===== config.mk =====
export PLATFORM = sky130hd
export DESIGN_NAME = vdi_front
export DESIGN_NICKNAME = d
export VERILOG_FILES = /design/src/vdi_pkg.sv /design/src/vdi_front.sv
export SDC_FILE = /design/constraint.sdc
export NUM_CORES = 1
export LEC_CHECK = 0
export BUFFER_PORTS_ARGS = -buffer_cell sky130_fd_sc_hd__clkbuf_2
export CAP_MARGIN = 5
export CELL_PAD_IN_SITES_DETAIL_PLACEMENT = 1
export CELL_PAD_IN_SITES_GLOBAL_PLACEMENT = 1
export CORE_MARGIN = 2
export CORE_UTILIZATION = 35
export DETAILED_ROUTE_END_ITERATION = 16
export PLACE_DENSITY = 0.73
export SYNTH_ARGS = -nofsm -noshare
export SYNTH_HDL_FRONTEND = slang
export SYNTH_SLANG_ARGS = --single-unit

===== constraint.sdc =====
create_clock -name clk_i -period 14.5 [get_ports clk_i]
set_clock_uncertainty 0.2 [all_clocks]
set_input_delay 0.725 -clock clk_i [delete_from_list [all_inputs] [get_ports clk_i]]
set_output_delay 0.725 -clock clk_i [all_outputs]
set_load 0.01 [all_outputs]

===== src/vdi_pkg.sv =====
`default_nettype none
package vdi_pkg;

  localparam int unsigned TABLE_DEPTH = 1024;
  localparam int unsigned IDX_W       = $clog2(TABLE_DEPTH);
  localparam int unsigned CNT_W       = $clog2(TABLE_DEPTH + 1);
  localparam int unsigned FIELD_W     = 32;
  localparam int unsigned KEY_W       = 8 * FIELD_W;
  localparam int unsigned OUT_IDX_W   = 10;

  // power of two, so the pointers wrap on their own
  localparam int unsigned QUEUE_DEPTH = 2;
  localparam int unsigned QPTR_W      = $clog2(QUEUE_DEPTH);
  localparam int unsigned QCNT_W      = QPTR_W + 1;

  typedef struct packed {
    logic               mesh_start;
    logic [FIELD_W-1:0] pos_x;
    logic [FIELD_W-1:0] pos_y;
    logic [FIELD_W-1:0] pos_z;
    logic [FIELD_W-1:0] tex_u;
    logic [FIELD_W-1:0] tex_v;
    logic [FIELD_W-1:0] norm_x;
    logic [FIELD_W-1:0] norm_y;
    logic [FIELD_W-1:0] norm_z;
  } vdi_in_t;

  typedef struct packed {
    logic [OUT_IDX_W-1:0] vertex_index;
    logic                 is_new;
    logic                 table_full;
  } vdi_out_t;

  // request as it travels from the front queue to the search engine
  typedef struct packed {
    logic             mesh_start;
    logic [KEY_W-1:0] key;
  } vdi_req_t;

  typedef enum logic {
    ST_IDLE,
    ST_SCAN
  } vdi_state_e;

endpackage
`default_nettype wire


===== src/vdi_front.sv =====
`default_nettype none
module vdi_front (
  input  wire logic              clk_i,
  input  wire logic              rst_ni,
  input  wire logic              push_i,
  input  wire vdi_pkg::vdi_in_t  item_i,
  output logic                   full_o,
  output logic                   req_valid_o,
  output vdi_pkg::vdi_req_t      req_o,
  input  wire logic              pop_i
);
  import vdi_pkg::*;

  vdi_req_t          entries_q [QUEUE_DEPTH];
  vdi_req_t          push_req;
  logic [QPTR_W-1:0] wr_ptr_q, wr_ptr_d;
  logic [QPTR_W-1:0] rd_ptr_q, rd_ptr_d;
  logic [QCNT_W-1:0] count_q, count_d;
  logic              do_push, do_pop;

  // pack the vertex into the 256-bit key, first field in the top bits
  assign push_req.mesh_start = item_i.mesh_start;
  assign push_req.key = {item_i.pos_x, item_i.pos_y, item_i.pos_z, item_i.tex_u,
                         item_i.tex_v, item_i.norm_x, item_i.norm_y, item_i.norm_z};

  assign full_o      = (count_q == QCNT_W'(QUEUE_DEPTH));
  assign req_valid_o = (count_q != '0);
  assign req_o       = entries_q[rd_ptr_q];
  assign do_push     = push_i && !full_o;
  assign do_pop      = pop_i && req_valid_o;

  always_comb begin
    wr_ptr_d = do_push ? wr_ptr_q + 1'b1 : wr_ptr_q;
    rd_ptr_d = do_pop ? rd_ptr_q + 1'b1 : rd_ptr_q;
    count_d  = count_q;
    if (do_push && !do_pop) begin
      count_d = count_q + 1'b1;
    end else if (do_pop && !do_push) begin
      count_d = count_q - 1'b1;
    end
  end

  always_ff @(posedge clk_i or negedge rst_ni) begin
    if (!rst_ni) begin
      wr_ptr_q <= '0;
      rd_ptr_q <= '0;
      count_q  <= '0;
    end else begin
      wr_ptr_q <= wr_ptr_d;
      rd_ptr_q <= rd_ptr_d;
      count_q  <= count_d;
    end
  end

  always_ff @(posedge clk_i) begin
    if (do_push) begin
      entries_q[wr_ptr_q] <= push_req;
    end
  end

endmodule
`default_nettype wire


==> results of run 1 <==
-- cell type report --
| class | instances | area (µm²) |
|---|---|---|
| Clock buffer | 64 | 1410 |
| Timing Repair Buffer | 530 | 2700 |
| Inverter | 2 | 7.51 |
| Multi-Input combinational cell | 270 | 3750 |
| Tap cell | 748 | 936 |
| Clock inverter | 33 | 287 |
| Sequential cell | 518 | 15500 |
| Fill cell | 5419 | 30600 |
-- per-layer routing --
metal | vias up | track usage
met5 | - | 0
met1 | 4867 | 0.166
met4 | 6 | 0.0497
met2 | 358 | 0.262
li1 | 4390 | -
met3 | 85 | 0.0588
-- cells by family (layout without fill, tap and decap cells) --
| kind of cell | count (synthesis) | count (layout) | synth area share |
|---|---|---|---|
| buf+inv | 31 | 629 | 0.0165 |
| xor+xnor | 5 | 5 | 0.00224 |
| mux | 257 | 257 | 0.186 |
| flops | 518 | 518 | 0.793 |
| simple gates | 7 | 7 | 0.00172 |
| fa+ha+maj | 1 | 1 | 0.000638 |
-- cell usage in the layout, fill, tap and decap left out, drive strengths merged --
cell type	synthesis	routed
inv	2	4
clkbuf	0	583
buf	29	10
nand2	2	2
edfxtp	514	514
nand2b	1	1
clkinv	0	25
mux2	257	257
bufinv	0	5
clkinvlp	0	1
and3	1	1
xnor2	3	3
ha	1	1
xor2	2	2
nor2	2	2
or2	1	1
dfrtp	4	4
dlygate4sd3	0	1
-- how the worst min path moves through the flow --
stage / endpoint / from / depth (start not counted) / slack [ns]
final: entries_q[1][18] / item_i[18] / 1 / 0.13
after global routing: entries_q[0][239] / item_i[239] / 1 / 0.09
after CTS: entries_q[0][119] / item_i[119] / 1 / 0.08
after detailed placement: count_q[1] / count_q[1] / 1 / 0.29
after global placement: count_q[1] / count_q[1] / 1 / 0.28
after floorplan: count_q[0] / rst_ni / 0 / 0.23
-- critical path, cell delays in order, from the launching register on --
cell and delay [ns]:
dfrtp_4 0.98, buf_4 0.79, buf_12 0.55, mux2_4 0.36
clkbuf_2 0.13
-- metrics by stage --
step | utilization | instance area (µm²)
final | 0.446 | 24600
after global placement | 0.415 | 22900
after CTS | 0.446 | 24600
after detailed placement | 0.415 | 22900
after global routing | 0.446 | 24600
after floorplan | - | 19600
-- state kept, by name, summed over array words and instances (netlist names) --
name / count
rd_ptr_q: 1
count_q: 2
wr_ptr_q: 1
entries_q: 514
-- power breakdown --
group	switching [µW]	total, µW	internal [µW]	leakage [µW]
Sequential	123	2180	2050	0.00482
Clock	549	1330	779	0.000833
Combinational	835	1600	768	0.00414
Total	1510	5110	3600	0.00979
-- timing repair --
item,4_1_cts,5_1_grt
hold buffers,1,0
setup endpoints to repair,0,0
endpoints found under the hold margin,4,0
==> qor.txt, run 1 <==
Status -> complete, no violations
Number of flops mapped to enable cells by yosys -> 514
# setup viols final -> 0
Tmin final -> 4.81 ns
Sum Neg Setup Slack -> 0 ns
Maximum clock rate -> 0.208 GHz
Post-synth top area cell -> edfxtp_1
Ys Warns -> 0
First drt pass iteration count -> 4
Die area -> 0.0579 mm²
Worst VDD drop -> 0.144 mV
Ys async rst share -> 0.00772
Non-filler cells, final -> 2165
Die H -> 241 µm
Seq/Total Area, Yosys -> 0.793
Pre-CTS setup slack -> 10.30 ns
Worst reg-to-reg path cell count -> 4
Vias per inst -> 4.48
Total setup buffers inserted after CTS -> 0
Nature of the critical path startpoint -> flip-flop
Core area -> 0.0552 mm²
Critical path required time -> 13.57 ns
R2R setup slack -> 10.82 ns
Pwr Density -> 207 mW/mm²
GP Congestion -> 0.773
Final Hold Fails -> 0
Flops & latches, synth -> 518
Max-cap viol count -> 0
CTS root buffer -> clkbuf_16
RR Endpoint -> entries_q[1][76]
Total wire length -> 45500 µm
Setup crit end kind -> output port
Nets -> 1637
Area share of the largest cell type after synthesis -> 0.788
Clk sinks -> 518
Synth unique cells -> 16
Area Overhead vs Synth -> 25.7%
H-tree Lvls -> 2
Clock buffer depth -> 3
Leakage -> 0.00979 µW
Post-synth net total -> 1081
GRT Residual Overflow -> 0
Total power -> 5110 µW
First-pass GRT wire length -> 64300 µm
Resized cells post-CTS -> 0
Chip width -> 241 µm
First DRT Iteration DRCs -> 466
Synth Area per Inst -> 23.9 µm²
# diodes -> 0
Top Layer Used -> met5
Post-synth top cells -> edfxtp_1, mux2_4, mux2_2, buf_6, dfrtp_1
Metal3 WL -> 4080 µm
Antenna Nets Post-Route -> 0
HP Class -> in2reg
Metal2 WL -> 23400 µm
Starting density of the core -> 0.355
PortBufs -> 519
Share of cells above drive strength 1 -> 0.610
Rel. slew slack -> 0.202
IO Count -> 520
Setup WS post-layout -> 9.69 ns
RSZ-0062 raised after global routing -> no
Total track usage -> 0.149
Setup crit end -> req_o[202]
Mapped Area -> 0.0196 mm²
Tcrit/Tclk final -> 0.331
Std cell rows -> 86
CTS buffer count -> 53
Mapped Cells -> 819
Initial antenna violation count -> 3
Critical Path Fanout Max -> 121
DR DRC count -> 0
Critical Path Source -> rd_ptr_q
CTS tree -> built
Dpl cells -> 2067
Via count -> 9706
Slew @ Worst Pin -> 1.20 ns
Largest net degree at the start of global routing -> 122
R2r startpoint -> count_q[0]
Clk Latency, worst-skew pair -> 0.58 ns
Critical path type -> reg2out
Reg clk slew, reported paths -> 0.06 ns
Avg WL per Cell -> 21.0 µm
CP arrival -> 3.88 ns
Largest cells by area after synthesis -> edfxtp_1, mux2_4, mux2_2
Dpl hpwl -> 32100 µm
Met1 WL -> 16800 µm
Top-count cell post-synth -> edfxtp_1
Most used DFF post-synth -> edfxtp_1
Hold Slack -> 0.131 ns
Vias in the first global route -> 10.4k
Fin. max-slew vios -> 0
(Power assumes the default switching activity.)
==> run 2, diff against run 1 <==
Settings changed: PLACE_DENSITY 0.73 to 0.75.
Clock period 14.5 ns to 4.1 ns, I/O delays scaled along.
==> run 2 against run 1 <==
Worst setup slack worse by 8.5 ns. First-iteration DRC count up 14%. Power rose to 3.7 times the previous value. Non-clock buffer count up 277. Worst hold slack better by 0.025 ns. Via count up 14%. Global-route usage up 3.1 points. Routed wire length up 19%. Combinational power rose to 3.9 times the previous value. Cell count up 13%. Sequential power rose to 3.5 times the previous value.
==> qor.txt, run 2 (synthesis results as in run 1) <==
Nets -> 1915 (was 1637)
Antenna Nets Post-Route -> 0 (unchanged)
First-pass GRT wire length -> 77700 µm (was 64300 µm)
Chip width -> 241 µm (unchanged)
Share of cells above drive strength 1 -> 0.521 (was 0.610)
Starting density of the core -> 0.355 (unchanged)
Avg WL per Cell -> 22.2 µm (was 21.0 µm)
Rel. slew slack -> 0.347 (was 0.202)
Top reg by flops -> entries_q (unchanged)
CTS buffer count -> 54 (was 53)
First DRT Iteration DRCs -> 530 (was 466)
Maximum clock rate -> 0.340 GHz
Delay-heaviest family, CP -> flip-flops (was buffers and inverters)
Die H -> 241 µm (unchanged)
DR DRC count -> 0 (unchanged)
Dpl cells -> 2084 (was 2067)
CTS tree -> built (unchanged)
Nature of the critical path startpoint -> flip-flop (unchanged)
Max stage delay cell, worst path -> dfrtp_4 (unchanged)
Non-filler cells, final -> 2453 (was 2165)
Reg clk slew, reported paths -> 0.06 ns (about the same)
Critical path required time -> 3.69 ns (was 13.57 ns)
IO Count -> 520 (unchanged)
H-tree Lvls -> 2 (unchanged)
Worst VDD drop -> 0.489 mV (was 0.144 mV)
Die area -> 0.0579 mm² (unchanged)
PortBufs -> 519 (unchanged)
Leakage -> 0.0110 µW (was 0.00979 µW)
Commonest cells after routing, fill and taps aside -> clkbuf_2, edfxtp_1, dlygate4sd3_1 (was clkbuf_2, edfxtp_1, mux2_4)
RSZ-0062 raised after global routing -> no (unchanged)
Max incr delay on CP -> 0.80 ns (was 0.98 ns)
Tcrit/Tclk final -> 0.717
Setup crit end kind -> output port (unchanged)
Pwr Density -> 683 mW/mm² (was 207 mW/mm²)
Initial antenna violation count -> 7 (was 3)
Std cell rows -> 86 (unchanged)
Pre-CTS setup slack -> 1.56 ns (was 10.30 ns)
CP bufs+invs -> 2 (was 3)
Fin. max-slew vios -> 0 (unchanged)
Core area -> 0.0552 mm² (unchanged)
Total power -> 18800 µW (was 5110 µW)
Critical Path Fanout Max -> 70 (was 121)
CP arrival -> 2.54 ns (was 3.88 ns)
GP Congestion -> 0.776 (was 0.773)
HP Class -> in2reg (unchanged)
Clk Latency, worst-skew pair -> 0.58 ns (about the same)
Cell breakdown of the critical path -> buf_12 -> mux2_4 -> clkbuf_2 (was buf_4 -> buf_12 -> mux2_4 -> clkbuf_2)
Dpl hpwl -> 31800 µm (was 32100 µm)
Largest net degree at the start of global routing -> 89 (was 122)
Area Overhead vs Synth -> 40.4% (was 25.7%)
Total wire length -> 54400 µm (was 45500 µm)
Max-cap viol count -> 0 (unchanged)
Vias in the first global route -> 12.6k (was 10.4k)
Tmin final -> 2.94 ns
Fillers -> 5272 (was 5419)
Resized cells post-CTS -> 0 (unchanged)
Top Registers -> entries_q (514), count_q (2) (unchanged)
Vias per inst -> 4.51 (was 4.48)
Total track usage -> 0.181 (was 0.149)
Max reg flops -> 514 (unchanged)
Slew @ Worst Pin -> 0.980 ns (was 1.20 ns)
Clock buffer depth -> 3 (unchanged)
# setup viols final -> 0 (unchanged)
Setup WS post-layout -> 1.16 ns (was 9.69 ns)
Via count -> 11.1k (was 9706)
CTS root buffer -> clkbuf_16 (unchanged)
Most common cell after layout, fill and taps aside -> clkbuf_2 (unchanged)
First drt pass iteration count -> 4 (unchanged)
Critical path type -> reg2out (unchanged)
Final Hold Fails -> 0 (unchanged)
Status -> complete, no violations (unchanged)
Number of cells on the critical path -> 3 (was 4)
GRT Residual Overflow -> 0 (unchanged)
Hold depth -> 2 (was 1)
Clk sinks -> 518 (unchanged)
Total setup buffers inserted after CTS -> 0 (unchanged)
Worst reg-to-reg path cell count -> 3 (was 4)
## run 2: cell type report
cell class | instances | area [µm²] | area share
Sequential cell | 518 | 15500 | 0.565
Timing Repair Buffer | 807 | 5490 | 0.200
Multi-Input combinational cell | 270 | 3770 | 0.137
Clock buffer | 70 | 1480 | 0.0536
Tap cell | 748 | 936 | 0.0340
Clock inverter | 31 | 275 | 0.0100
Antenna cell | 7 | 17.5 | 0.000637
Inverter | 2 | 7.51 | 0.000273
## run 2: worst paths after layout
path,slack (ns),endpoint,from
max,1.16,req_o[166],rd_ptr_q
min,0.16,entries_q[0][231],item_i[231]
max reg2reg,1.57,entries_q[1][27],count_q[0]
min reg2reg,0.34,count_q[0],count_q[0]
max in group asynchronous,3.16,rd_ptr_q,rst_ni
min in group asynchronous,0.35,count_q[0],rst_ni
## run 2: layer usage
metal | up-vias | share of wire | GRT usage
met5 | - | 0 | 0
met4 | 0 | 0.032 | 0.0700
met3 | 94 | 0.066 | 0.0483
met2 | 415 | 0.54 | 0.334
met1 | 5619 | 0.36 | 0.196
li1 | 4943 | - | -
## run 2: repair_timing
action,in CTS,in global routing
hold buffers,261,0
endpoints found under the setup margin,0,0
hold endpoints to repair,529,0
## run 2: metrics by stage
| step | hold WS (ns) | TNS [ns] | instance area [µm²] | utilization |
|---|---|---|---|---|
| 6_report | 0.156 | 0 | 27500 | 0.498 |
| 3_3_place_gp | -0.182 | 0 | 23100 | 0.419 |
| 2_1_floorplan | -0.291 | -293.20 | 19600 | - |
| 3_5_place_dp | -0.178 | 0 | 23100 | 0.419 |
| 4_1_cts | 0.108 | 0 | 27500 | 0.498 |
| 5_1_grt | 0.126 | 0 | 27500 | 0.498 |
## run 2: report_power, final
| group | switching, µW | leakage [µW] | total (µW) | internal, µW |
|---|---|---|---|---|
| Combinational | 3280 | 0.00534 | 6240 | 2960 |
| Clock | 2050 | 0.000859 | 4900 | 2850 |
| Sequential | 415 | 0.00482 | 7650 | 7240 |
==> run 3, diff against run 2 <==
Settings changed: PLACE_DENSITY 0.75 to 0.73.
Clock period 4.1 ns to 2.9 ns, I/O delays scaled along.
==> run 3 against run 2 <==
Worst setup slack got worse by 0.88 ns. Sequential power increased by 41%. Register-to-register slack got worse by 0.84 ns. Clock power increased by 37%. Combinational power increased by 47%. Flip-flop and latch count unchanged. Via count about the same. Power increased by 42%. Largest cell class unchanged.
==> qor.txt, run 3 (synthesis results as in run 1) <==
Status -> complete, no violations (unchanged)
Seq. cell area -> 0.0155 mm² (unchanged)
Area Overhead vs Synth -> 41.0% (was 40.4%)
Critical path required time -> 2.56 ns (was 3.69 ns)
GP Congestion -> 0.748 (was 0.776)
CTS buffer count -> 55 (was 54)
Leakage -> 0.0111 µW (was 0.0110 µW)
Total power -> 26700 µW (was 18800 µW)
Max-cap viol count -> 0 (unchanged)
HP Class -> in2reg (unchanged)
Rel. slew slack -> 0.599 (was 0.347)
Fillers -> 5258 (was 5272)
Commonest cells after routing, fill and taps aside -> clkbuf_2, edfxtp_1, dlygate4sd3_1 (unchanged)
Chip width -> 241 µm (unchanged)
Nature of the critical path startpoint -> flip-flop (unchanged)
Most common cell after layout, fill and taps aside -> clkbuf_2 (unchanged)
Maximum clock rate -> 0.382 GHz
HP Start -> item_i[114] (was item_i[231])
Initial antenna violation count -> 5 (was 7)
Top Registers -> entries_q (514), count_q (2) (unchanged)
Tcrit/Tclk final -> 0.903
Nets -> 1924 (was 1915)
Final Hold Fails -> 0 (unchanged)
Clk sinks -> 518 (unchanged)
H-tree Lvls -> 2 (unchanged)
Die H -> 241 µm (unchanged)
R2R setup slack -> 0.73 ns (was 1.57 ns)
Clock buffer depth -> 3 (unchanged)
DR DRC count -> 0 (unchanged)
Hold Slack -> 0.0858 ns (was 0.156 ns)
First drt pass iteration count -> 5 (was 4)
# setup viols final -> 0 (unchanged)
Dpl hpwl -> 32300 µm (was 31800 µm)
Reg clk slew, reported paths -> 0.06 ns (about the same)
Worst VDD drop -> 0.656 mV (was 0.489 mV)
Hold depth -> 2 (unchanged)
Pre-CTS setup slack -> 0.798 ns (was 1.56 ns)
Largest net degree at the start of global routing -> 85 (was 89)
Antenna Nets Post-Route -> 0 (unchanged)
Critical Path Fanout Max -> 28 (was 70)
Total wire length -> 54100 µm (was 54400 µm)
Hold EP -> entries_q[1][114] (was entries_q[0][231])
IO Count -> 520 (unchanged)
Pwr Density -> 965 mW/mm² (was 683 mW/mm²)
Std cell rows -> 86 (unchanged)
Worst reg-to-reg path cell count -> 5 (was 3)
PortBufs -> 519 (unchanged)
First-pass GRT wire length -> 77600 µm (was 77700 µm)
Critical path type -> reg2out (unchanged)
CTS root buffer -> clkbuf_16 (unchanged)
RR Endpoint -> entries_q[0][197] (was entries_q[1][27])
Resized cells post-CTS -> 0 (unchanged)
Share of cells above drive strength 1 -> 0.523 (was 0.521)
CTS tree -> built (unchanged)
RSZ-0062 raised after global routing -> no (unchanged)
First DRT Iteration DRCs -> 447 (was 530)
Multi-input gate area -> 0.00377 mm² (unchanged)
Slew @ Worst Pin -> 0.602 ns (was 0.980 ns)
R2r startpoint -> count_q[0] (unchanged)
Via count -> 11.1k (about the same)
Hold Buf Count CTS -> 261 (unchanged)
CP arrival -> 2.27 ns (was 2.54 ns)
Core area -> 0.0552 mm² (unchanged)
Final Core Density -> 0.500 (was 0.498)
Fin. max-slew vios -> 0 (unchanged)
Vias per inst -> 4.52 (was 4.51)
Total track usage -> 0.180 (was 0.181)
Max reg flops -> 514 (unchanged)
Total setup buffers inserted after CTS -> 0 (unchanged)
Top reg by flops -> entries_q (unchanged)
Avg WL per Cell -> 22.1 µm (was 22.2 µm)
Setup crit end kind -> output port (unchanged)
Clk Latency, worst-skew pair -> 0.58 ns (about the same)
Starting density of the core -> 0.355 (unchanged)
Setup WS post-layout -> 0.283 ns (was 1.16 ns)
Die area -> 0.0579 mm² (unchanged)
Tmin final -> 2.62 ns
GRT Residual Overflow -> 0 (unchanged)
Vias in the first global route -> 12.6k (about the same)
-- run 3: changes by cell type in the layout (fill, tap and decap cells not counted), sizes merged --
cell / before / now
buf: 27 / 35
bufinv: 5 / 4
clkbuf: 589 / 579
clkinvlp: 1 / 0
diode: 7 / 5
inv: 2 / 7
-- run 3: worst max path at each step --
stage	from	endpoint	slack, ns	depth (start not counted)
after global placement	count_q[0]	entries_q[0][166]	0.85	5
after detailed placement	count_q[0]	entries_q[0][166]	0.80	5
after CTS	rd_ptr_q	req_o[173]	0.24	4
after floorplan	count_q[0]	entries_q[0][0]	-2.11	3
after global routing	rd_ptr_q	req_o[139]	0.20	4
final	rd_ptr_q	req_o[139]	0.28	4
-- run 3: final cells by class --
| cell class | count | share of cell area |
|---|---|---|
| flip-flops and latches | 518 | 0.563 |
| inverters | 2 | 0.000272 |
| well taps | 748 | 0.0339 |
| clock buffers | 60 | 0.0505 |
| multi-input cells | 270 | 0.136 |
| diodes | 5 | 0.000453 |
| repair buffers | 815 | 0.206 |
| clock inverters | 34 | 0.00969 |
-- run 3: metal layers --
metal | part of all wire | global-route usage | routed length [µm] | up-vias
met5 | 0.00020 | 0 | 11 | -
met4 | 0.036 | 0.0759 | 1930 | 2
met3 | 0.061 | 0.0437 | 3320 | 117
met2 | 0.55 | 0.344 | 29500 | 424
met1 | 0.36 | 0.187 | 19300 | 5565
li1 | - | - | - | 4970
-- run 3: where the power goes --
part           total [µW]  internal [µW]  switching, µW
Clock                6720           3800           2930
Combinational        9160           4400           4750
Sequential          10800          10200            542
Total               26700          18400           8220
-- run 3: through the flow --
| stage | instances | instance area [µm²] | TNS (ns) |
|---|---|---|---|
| after floorplan | 819 | 19600 | -910.00 |
| after global placement | 2092 | 23300 | 0 |
| final | 2452 | 27600 | 0 |
| after detailed placement | 2092 | 23300 | 0 |
| after CTS | 2447 | 27600 | 0 |
| after global routing | 2451 | 27600 | 0 |
-- run 3: critical path: stages, from the launching register on --
cell      delay [ns]
dfrtp_4         0.62
buf_12          0.27
buf_12          0.26
mux2_4          0.33
clkbuf_2        0.13
